<file path="src/rtl/ogru_pkg.sv">
// ----------------------------------------------------------------------------
// ogru_pkg
// Shared types and constants for the occupancy grid ray update block.
// ----------------------------------------------------------------------------
`default_nettype none

package ogru_pkg;

    // Default grid geometry.
    localparam int GRID_SIZE_DEF = 256;
    localparam int CELL_BITS_DEF = 16;

    // Fixed field widths of the command and result channels.
    localparam int COORD_W  = 8;
    localparam int VALUE_W  = 16;
    localparam int COUNT_W  = 9;
    localparam int CMD_W    = 2;
    localparam int FREE_W   = 8;
    localparam int HIT_W    = 10;
    localparam int CFG_IDX_W = 2;
    localparam int CFG_DATA_W = 10;

    // Register reset values.
    localparam logic [FREE_W-1:0] FREE_STEP_RST = 8'd1;
    localparam logic [HIT_W-1:0]  HIT_STEP_RST  = 10'd100;

    // Hit neighborhood: three rows by three columns.
    localparam logic [1:0]         HIT_SPAN_LAST = 2'd2;
    localparam logic [COUNT_W-1:0] HIT_CELLS     = 9'd9;

    // Longest ray that 8-bit coordinates can describe.
    localparam logic [COUNT_W-1:0] MAX_CELLS = 9'd256;

    // Command codes.
    typedef enum logic [CMD_W-1:0] {
        CMD_RAY  = 2'd0,
        CMD_HIT  = 2'd1,
        CMD_READ = 2'd2,
        CMD_NOP  = 2'd3
    } t_cmd;

    // Register indexes of the configuration port.
    localparam logic [CFG_IDX_W-1:0] CFG_FREE_STEP = 2'd0;
    localparam logic [CFG_IDX_W-1:0] CFG_HIT_STEP  = 2'd1;

    // Commands from the controller to the datapath.
    typedef struct packed {
        logic load;      // capture a new command
        logic clear_en;  // write zero at the clear pointer
        logic ray_en;    // process the current line cell
        logic hit_en;    // process the current neighborhood cell
        logic read_en;   // read the addressed cell
        logic publish;   // move the result into the output register
    } t_dp_cmd;

    // Status from the datapath to the controller.
    typedef struct packed {
        logic clear_last;  // clear pointer at the last cell
        logic ray_end;     // line walker sits on the end cell
        logic hit_last;    // last neighborhood cell
    } t_dp_status;

endpackage

`default_nettype wire

</file>
<file path="src/rtl/ogru_ctrl.sv">
// ----------------------------------------------------------------------------
// ogru_ctrl
// Controller state machine: clearing pass, command sequencing and the
// output valid register.
// ----------------------------------------------------------------------------
`default_nettype none

module ogru_ctrl (
    input  wire logic                  i_clk,
    input  wire logic                  i_rst_n,
    input  wire logic                  i_in_valid,
    input  wire logic [ogru_pkg::CMD_W-1:0] i_cmd,
    output logic                       o_in_stall,
    output logic                       o_out_valid,
    input  wire logic                  i_out_stall,
    output ogru_pkg::t_dp_cmd          o_dp_cmd,
    input  ogru_pkg::t_dp_status       i_dp_status
);
    import ogru_pkg::*;

    typedef enum logic [2:0] {
        S_CLEAR,
        S_IDLE,
        S_RAY,
        S_HIT,
        S_READ,
        S_DRAIN,
        S_DONE
    } t_state;

    t_state r_state;
    t_state n_state;
    logic   r_out_valid;
    logic   accept;
    logic   out_free;

    // Handshake terms.
    assign accept      = i_in_valid && (r_state == S_IDLE);
    assign out_free    = !r_out_valid || !i_out_stall;
    assign o_in_stall  = (r_state != S_IDLE);
    assign o_out_valid = r_out_valid;

    // Datapath commands decoded from the state.
    always_comb begin
        o_dp_cmd          = '0;
        o_dp_cmd.load     = accept;
        o_dp_cmd.clear_en = (r_state == S_CLEAR);
        o_dp_cmd.ray_en   = (r_state == S_RAY);
        o_dp_cmd.hit_en   = (r_state == S_HIT);
        o_dp_cmd.read_en  = (r_state == S_READ);
        o_dp_cmd.publish  = (r_state == S_DONE) && out_free;
    end

    // Next state.
    always_comb begin
        n_state = r_state;
        unique case (r_state)
            S_CLEAR: begin
                if (i_dp_status.clear_last) begin
                    n_state = S_IDLE;
                end
            end
            S_IDLE: begin
                if (accept) begin
                    unique case (t_cmd'(i_cmd))
                        CMD_RAY:  n_state = S_RAY;
                        CMD_HIT:  n_state = S_HIT;
                        CMD_READ: n_state = S_READ;
                        CMD_NOP:  n_state = S_DRAIN;
                    endcase
                end
            end
            S_RAY: begin
                if (i_dp_status.ray_end) begin
                    n_state = S_DRAIN;
                end
            end
            S_HIT: begin
                if (i_dp_status.hit_last) begin
                    n_state = S_DRAIN;
                end
            end
            S_READ:  n_state = S_DRAIN;
            S_DRAIN: n_state = S_DONE;
            S_DONE: begin
                if (out_free) begin
                    n_state = S_IDLE;
                end
            end
            default: n_state = S_IDLE;
        endcase
    end

    // State and output valid register.
    always_ff @(posedge i_clk) begin
        if (!i_rst_n) begin
            r_state     <= S_CLEAR;
            r_out_valid <= 1'b0;
        end else begin
            r_state <= n_state;
            if (o_dp_cmd.publish) begin
                r_out_valid <= 1'b1;
            end else if (!i_out_stall) begin
                r_out_valid <= 1'b0;
            end
        end
    end

    // An accepted command always leaves the idle state.
    a_accept_leaves_idle: assert property (@(posedge i_clk) disable iff (!i_rst_n)
        accept |=> (r_state != S_IDLE))
        else $error("accepted command did not start");

    // No result is offered while the grid is being cleared.
    a_no_result_in_clear: assert property (@(posedge i_clk) disable iff (!i_rst_n)
        (r_state == S_CLEAR) |-> !r_out_valid)
        else $error("result offered during clearing pass");

    // A new result appears only out of the done state.
    a_result_from_done: assert property (@(posedge i_clk) disable iff (!i_rst_n)
        $rose(r_out_valid) |-> ($past(r_state) == S_DONE))
        else $error("result raised outside done state");

endmodule

`default_nettype wire

</file>
<file path="config.mk">
export PLATFORM = sky130hd
export DESIGN_NAME = ogru_ctrl
export DESIGN_NICKNAME = d
export VERILOG_FILES = /design/src/rtl/ogru_pkg.sv /design/src/rtl/ogru_ctrl.sv
export SDC_FILE = /design/constraint.sdc
export NUM_CORES = 1
export LEC_CHECK = 0
export BUFFER_PORTS_ARGS = -buffer_cell sky130_fd_sc_hd__buf_4
export CORE_AREA = 2 2 39 41
export DETAILED_ROUTE_END_ITERATION = 10
export DIE_AREA = 0 0 41 43
export GPL_TIMING_DRIVEN = 0
export SLEW_MARGIN = 0
export SYNTH_ARGS = -nofsm -noshare
export SYNTH_HDL_FRONTEND = slang
export SYNTH_SLANG_ARGS = --single-unit
</file>
<file path="constraint.sdc">
create_clock -name i_clk -period 2.8 [get_ports i_clk]
set_clock_uncertainty 0.15 [all_clocks]
set_input_delay 0.28 -clock i_clk [delete_from_list [all_inputs] [get_ports i_clk]]
set_output_delay 0.28 -clock i_clk [all_outputs]
set_load 0.02 [all_outputs]
</file>
# Yosys cells after proc, flatten, opt, wreduce, memory -nomap -nowiden
# Index checks and enable logic that the tools add are counted.
[op_classes] n_addsub=0 multipliers=0 div=0 order_cmp=0 eq_ne=16 shift=0 n_mux=9 n_bitwise=0 reduce_logical=8
[ops] cell="$pmux 3 s7" count=1
[ops] cell="$mux 3" count=5
[ops] cell="$pmux 3 s4" count=1
[ops] cell="$eq 3x3->1 const B" count=3
[ops] cell="$ne 2x1->1 const B" count=4
[ops] cell="$eq 3x2->1 const B" count=2
[ops] cell="$reduce_and 5->1" count=1
[ops] cell="$eq 2x2->1 const B" count=2
[ops] cell="$ne 2x2->1 const B" count=2
[ops] cell="$eq 3x1->1 const B" count=1
[ops] cell="$logic_not 3->1" count=1
[ops] cell="$ne 3x1->1 const B" count=1
[ops] cell="$eq 2x1->1 const B" count=1
[ops] cell="$logic_and 1x1->1" count=2
[ops] cell="$logic_not 1->1" count=2
[ops] cell="$logic_not 2->1" count=1
[ops] cell="$mux 1" count=2
[ops] cell="$logic_or 1x1->1" count=1
[totals] register_bits=4 latch_bits=0 mem_bits_rw=0 romBits=0 input_bits=9 out_inout_bits=8 word_cells=35 memories=0

# Logic depth before layout (Yosys ltp)
# Gate-level depths: netlist (run 1).
[logic_depth] word_depth=4 ltp_mapped=5 mapped_depth_nobuf=4

# Worst setup path before layout (run 1)
# OpenSTA, ideal clock, no wires.
[synth_timing] path_kind="register -> output" startpoint="register r_state[1]" endpoint="output port o_dp_cmd[5] in the netlist's numbering" arrival_ps=1119 required_time_ps=2370 slack_ps=1251 path_stages_with_launch=6 n_path_buf=2 path_cell_list="dfxtp_1 buf_6 nand2b_2 nand2b_1 nor2_1 buf_4"
[synth_between] elab_chain_cells=2
[synth_lines] element="from (decl)" line_no="ogru_ctrl.sv:31" rtl="t_state r_state;"
[synth_lines] element="from (signal assigned)" line_no="ogru_ctrl.sv:100" rtl="r_state <= n_state;"
[synth_lines] element="$eq 3x1->1" line_no="ogru_ctrl.sv:38" rtl="assign accept = i_in_valid && (r_state == S_IDLE);"
[synth_lines] element="$logic_and 1x1->1" line_no="ogru_ctrl.sv:38"
[synth_lines] element="to (decl)" line_no="ogru_ctrl.sv:16" rtl="output ogru_pkg::t_dp_cmd o_dp_cmd,"
# No other way between the ends.

# Final worst setup path (run 1)
# Same ends and word-level chain as after synthesis.

==> results.ini, run 1 <==
[status]
outcome=completed

[placement]
dpl_cell_area_um2=466.7
gp_congestion=0.7182
port_buffers=16
detailed_place_hpwl_um=578.8

[detailed_routing]
routed_via_density=4.514
wl_per_cell_um=10.38
drt_iter0_markers=12
drc=0
ant_nets=0
vias=334
drt-total-wl_um=768
first_pass_iters=4

[cells_and_area]
multi_input_area_um2=193.9
seq_area_um2=80.08
fill_cells=150
finalInstanceArea_um2=489.2
area_delta_synth_final_pct=49.81
layout-drive-gt1-share_pct=48.28
fin_util_pct=35.35
antenna_cells=0
nNetsFinal=69

[global_route]
grt.total_usage_pct=9.719
grt_max_degree=11
grt_pass1_vias=283
overflow=0
antenna_found_initial=0
grt_pass1_wl_mm=1.138

[clocking]
clock-sinks=4
clk_latency_ns=0.24
cts_resized=0
cts_setup_buffers=0
htreeDepth=1
cts_buffer_depth=2
ctsHoldBuffers=0
cts_made_buffers=3
root_buffer=clkbuf_4
clkTransAtPathRegs_ns=0.04
cts_tree=built

[setup_path]
crit_cells=6
path_buf_inv=3
critical-path-top-delay-family=simple AND/OR/NAND/NOR gates
cp-endpoint=o_dp_cmd[5]
critPathSlowestCell=dfxtp_1
r2r-end=r_state[2]
critPathLaunchType=flop
rrSetupSlack_ns=1.31
worstPathArrival_ns=1.36
crit_fanout=10
required_ns=2.37
regToRegStartpoint=r_state[2]
crit_start=r_state[1]
reg2reg_depth=5
crit_chain=buf_6, nand2b_2, nand2b_1, nor2_1, buf_4, buf_4
crit_path_frequent_cell=buf_4
path_class=reg -> out
endpoint_kind=primary output
cp_slowest_stage_delay_ns=0.32

[timing]
max_slew_margin_pct=78.66
report.final.hold_viol_count=0
setup_viol=0
period_minus_slack_ns=1.786
tns_ns=0
rsz0062_at_grt=false
fmax_mhz=559.9
finalCritPeriodShare_pct=63.79
tightest_slew_ns=0.3177
drv_slew=0

[synth]
async_reset_ff_share_pct=0
yosysMostFrequentCell=dfxtp_1
avgSynthCellArea_um2=8.373
synthFlopType=dfxtp_1
synth-edff-count=0
yosysSeqAreaShare_pct=24.52
netlist.top_cell.by_area=dfxtp_1
synth_area_leaders=dfxtp_1 (25%), buf_6 (10%), mux2i_1 (9.2%)
yosys_warnings=0
syn-instance-count=39
syn_nets=48
netlist.area_leader.share_pct=24.52
synth_area_um2=326.6
yosysUniqueCellTypes=21
ys_seq_elements=4

[die]
chipWidth_um=41
std_cell_rows=14
initial_core_util_pct=23.60
core_um2=1384
die_area_um2=1763
io_pins=17
fp.dieH_um=43

[power]
p_per_area_nw_per_um2=587.5
leakagePower_nw=0.2250
vdd_drop_max_v=0.0002112

[hold_path]
hold_class=in -> reg

[job]
cap_violations=0

## worst min-delay path by stage
stage | startpoint | endpoint | slack [ns] | depth (start not counted)
after floorplan | i_out_stall | o_out_valid | 0.27 | 2
after global placement | o_out_valid | o_out_valid | 0.33 | 2
after detailed placement | o_out_valid | o_out_valid | 0.33 | 2
after CTS | i_rst_n | r_state[1] | 0.17 | 3
after global routing | i_rst_n | r_state[2] | 0.17 | 3
final | i_rst_n | r_state[1] | 0.17 | 3
## placed cells by master, fill, tap and decap left out, types with 2 or more instances in the layout
master and n:
inv_1 3, buf_6 3, nand2b_1 3, buf_4 17
nand2_1 3, clkbuf_4 3, dfxtp_1 4, mux2i_1 3
nor3_1 3, a21oi_1 3, nor2_1 2
## layer usage
metal / track usage (%) / part of all wire [%]
met2: 12.50 / 43
met1: 12.46 / 48
met3: 3.141 / 8.2
met4: 8.000 / 0.65
met5: 0 / 0
## cell families after synthesis
logic type             after synthesis  share of synthesized area, %
AND/OR/NAND/NOR                     17                         30.27
AO/OA/AOI/OAI                        8                         19.92
buffers and inverters                7                         16.09
flip-flops                           4                         24.52
multiplexers                         3                         9.196
## registers in the layout, summed over array words and instances, names as in the netlist
name	count
o_out_valid	1
r_state	3
## final cells by class
type / count / share of cell area, %
plain buffers: 4 / 8.440
clock buffers: 3 / 4.604
inverters: 3 / 2.302
multi-input cells: 28 / 39.64
flip-flops and latches: 4 / 16.37
well taps: 16 / 4.092
repair buffers: 16 / 24.55
## where the power goes
part | internal (W) | switching, W | total [W] | leakage (nW)
combinational | 0.0000723 | 0.0000729 | 0.000145 | 0.178
clock | 0.0000481 | 0.0000254 | 0.0000734 | 0.0138
sequential | 0.0000649 | 0.00000389 | 0.0000688 | 0.0328
## metrics by stage
step                instances  hold WS, ns  setup slack (ns)  total power (W)
floorplan                  39       0.2748             1.251        0.0001716
global placement           71       0.3265             1.259        0.0002153
detailed placement         71       0.3341             1.262        0.0002155
CTS                        74       0.1657             1.001        0.0002917
global route               74       0.1733            0.9403        0.0003081
finish                     74       0.1711             1.014        0.0002874
## worst min-delay path: stages
cell and delay (ns):
buf_4 0.12, nand2_1 0.06, mux2i_1 0.05
No activity file was read; power rests on OpenSTA's default activity.
==> inputs of run 2 (changes only) <==
clock period = 1.5 ns   (was 2.8 ns; I/O delays follow)
==> run 2 against run 1 <==
The run now ends with negative setup slack left; count of clock-buffer cells in the layout unchanged; sequential share of layout area decreased by 2.5 points; critical path depth decreased by 1; register-to-register slack got worse by 1.3 ns; via count increased by 9.6%; global-route usage increased by 1.7 points; utilization increased by 7.6 points; combinational power increased to 2.6 times the previous value; largest cell class unchanged.
==> results.ini, run 2 (same netlist as run 1, synthesis figures left out) <==
[job]
cap_violations=0

[cells_and_area]
fill_cells=152
layout-drive-gt1-share_pct=61.54
nNetsFinal=76
largest_reg_flops=3
final_common_cell=buf_4
layout.cells.non_filler=81
seq_area_um2=82.58
multi_input_area_um2=232.7
fin_util_pct=42.95
top_register=r_state
antenna_cells=0
area_delta_synth_final_pct=81.99
layout_common_cells=buf_4 (22), buf_6 (5)

[timing]
holdWs_ns=0.03474
setup_viol=2
period_minus_slack_ns=1.518
drv_slew=0
worst_slack_ns=-0.01833
finalCritPeriodShare_pct=101.2
tightest_slew_ns=0.4596
fmax_mhz=658.6
rsz0062_at_grt=true
max_slew_margin_pct=69.12
report.final.hold_viol_count=0

[power]
vdd_drop_max_v=0.0004135
p_per_area_nw_per_um2=1070
leakagePower_nw=0.2728

[global_route]
grt.total_usage_pct=11.42
grt_pass1_vias=332
grt_max_degree=11
grt_pass1_wl_mm=1.311
overflow=0
antenna_found_initial=0

[clocking]
cts_made_buffers=3
clk_latency_ns=0.23
clock-sinks=4
htreeDepth=1
cts_tree=built
clkTransAtPathRegs_ns=0.04
ctsHoldBuffers=0
root_buffer=clkbuf_4
cts_buffer_depth=2

[status]
violations=negative setup slack
outcome=finished, violations left

[detailed_routing]
drt_iter0_markers=11
drt-total-wl_um=930
wl_per_cell_um=11.48
vias=366
first_pass_iters=2
drc=0
ant_nets=0
routed_via_density=4.519

[setup_path]
rrSetupSlack_ns=-0.02
r2r-end=r_state[2]
path_class=reg -> reg
reg2reg_depth=5
endpoint_kind=flop
critPathLaunchType=flop
worstPathArrival_ns=1.47
regToRegStartpoint=r_state[2]
required_ns=1.46
crit_fanout=7

[die]
fp.dieH_um=43
chipWidth_um=41
io_pins=17
die_area_um2=1763
core_um2=1384
std_cell_rows=14
initial_core_util_pct=23.60

[placement]
detailed_place_hpwl_um=578.8
dp_cells=71
port_buffers=16
gp_congestion=0.7182

[hold_path]
hold_start=i_rst_n
whs_path_depth=3
hold_end=r_state[1]
hold_class=in -> reg

[run 2: cell types whose count changed in the layout (fill, tap and decap cells not counted), moves of 2 or more]
| cell | delta |
|---|---|
| buf_4 | +5 |
| buf_6 | +2 |
| dfxtp_1 | -2 |
| dfxtp_2 | +2 |
| nand2b_4 | +2 |
[run 2: what timing repair did]
item,4_1_cts,5_1_grt
endpoints found under the hold margin,0,0
pin swaps,4,3
resized for setup,9,2
setup endpoints to repair,2,6
setup buffers,6,2
cloned,0,0
[run 2: worst max-delay path by stage]
| stage | from | to | slack [ns] | cells past startpoint |
|---|---|---|---|---|
| floorplan | r_state[2] | r_state[1] | 0.07 | 5 |
| detailed placement | r_state[2] | r_state[2] | 0.01 | 5 |
| global route | r_state[1] | r_state[1] | -0.06 | 6 |
| global placement | r_state[2] | r_state[2] | 0.009 | 5 |
| finish | r_state[2] | r_state[2] | -0.02 | 5 |
| CTS | r_state[1] | r_state[2] | 0.002 | 6 |
[run 2: cell type report]
cell class                 instances  share of cell area [%]
multi-input combinational         28                   39.16
timing repair buffer              24                   31.58
sequential                         4                   13.89
buffer                             3                   5.684
clock buffer                       3                   3.789
tap                               16                   3.368
inverter                           3                   2.526
[run 2: routing by layer]
metal / share of wire [%] / routed length (um) / global-route usage (%)
met1: 42 / 388 / 11.50
met2: 52 / 482 / 18.75
met3: 6.3 / 59 / 3.141
met4: 0 / 0 / 8.000
met5: 0 / 0 / 0
[run 2: stage by stage]
stage          setup TNS (ns)  power [W]  instance area (um2)  setup WS (ns)
6_report             -0.02798  0.0006359                594.3       -0.01833
3_3_place_gp                0  0.0004019                466.7       0.008951
2_1_floorplan               0  0.0003202                326.6        0.07137
4_1_cts                     0  0.0006217                573.1       0.002133
3_5_place_dp                0  0.0004022                466.7        0.01379
5_1_grt               -0.1223  0.0006762                594.3       -0.06449
[run 2: worst max-delay path, cell delays in order (launching register included)]
cell	delay [ns]
dfxtp_2	0.31
buf_6	0.12
or3_4	0.40
a21oi_4	0.19
a311oi_4	0.08
mux2i_1	0.15
[run 2: report_power, final]
part,switching [W],internal (W),leakage [nW]
Sequential,0.00000693,0.000123,0.0336
Clock,0.0000456,0.0000896,0.0138
Combinational,0.000176,0.000195,0.225
Total,0.000228,0.000408,0.273
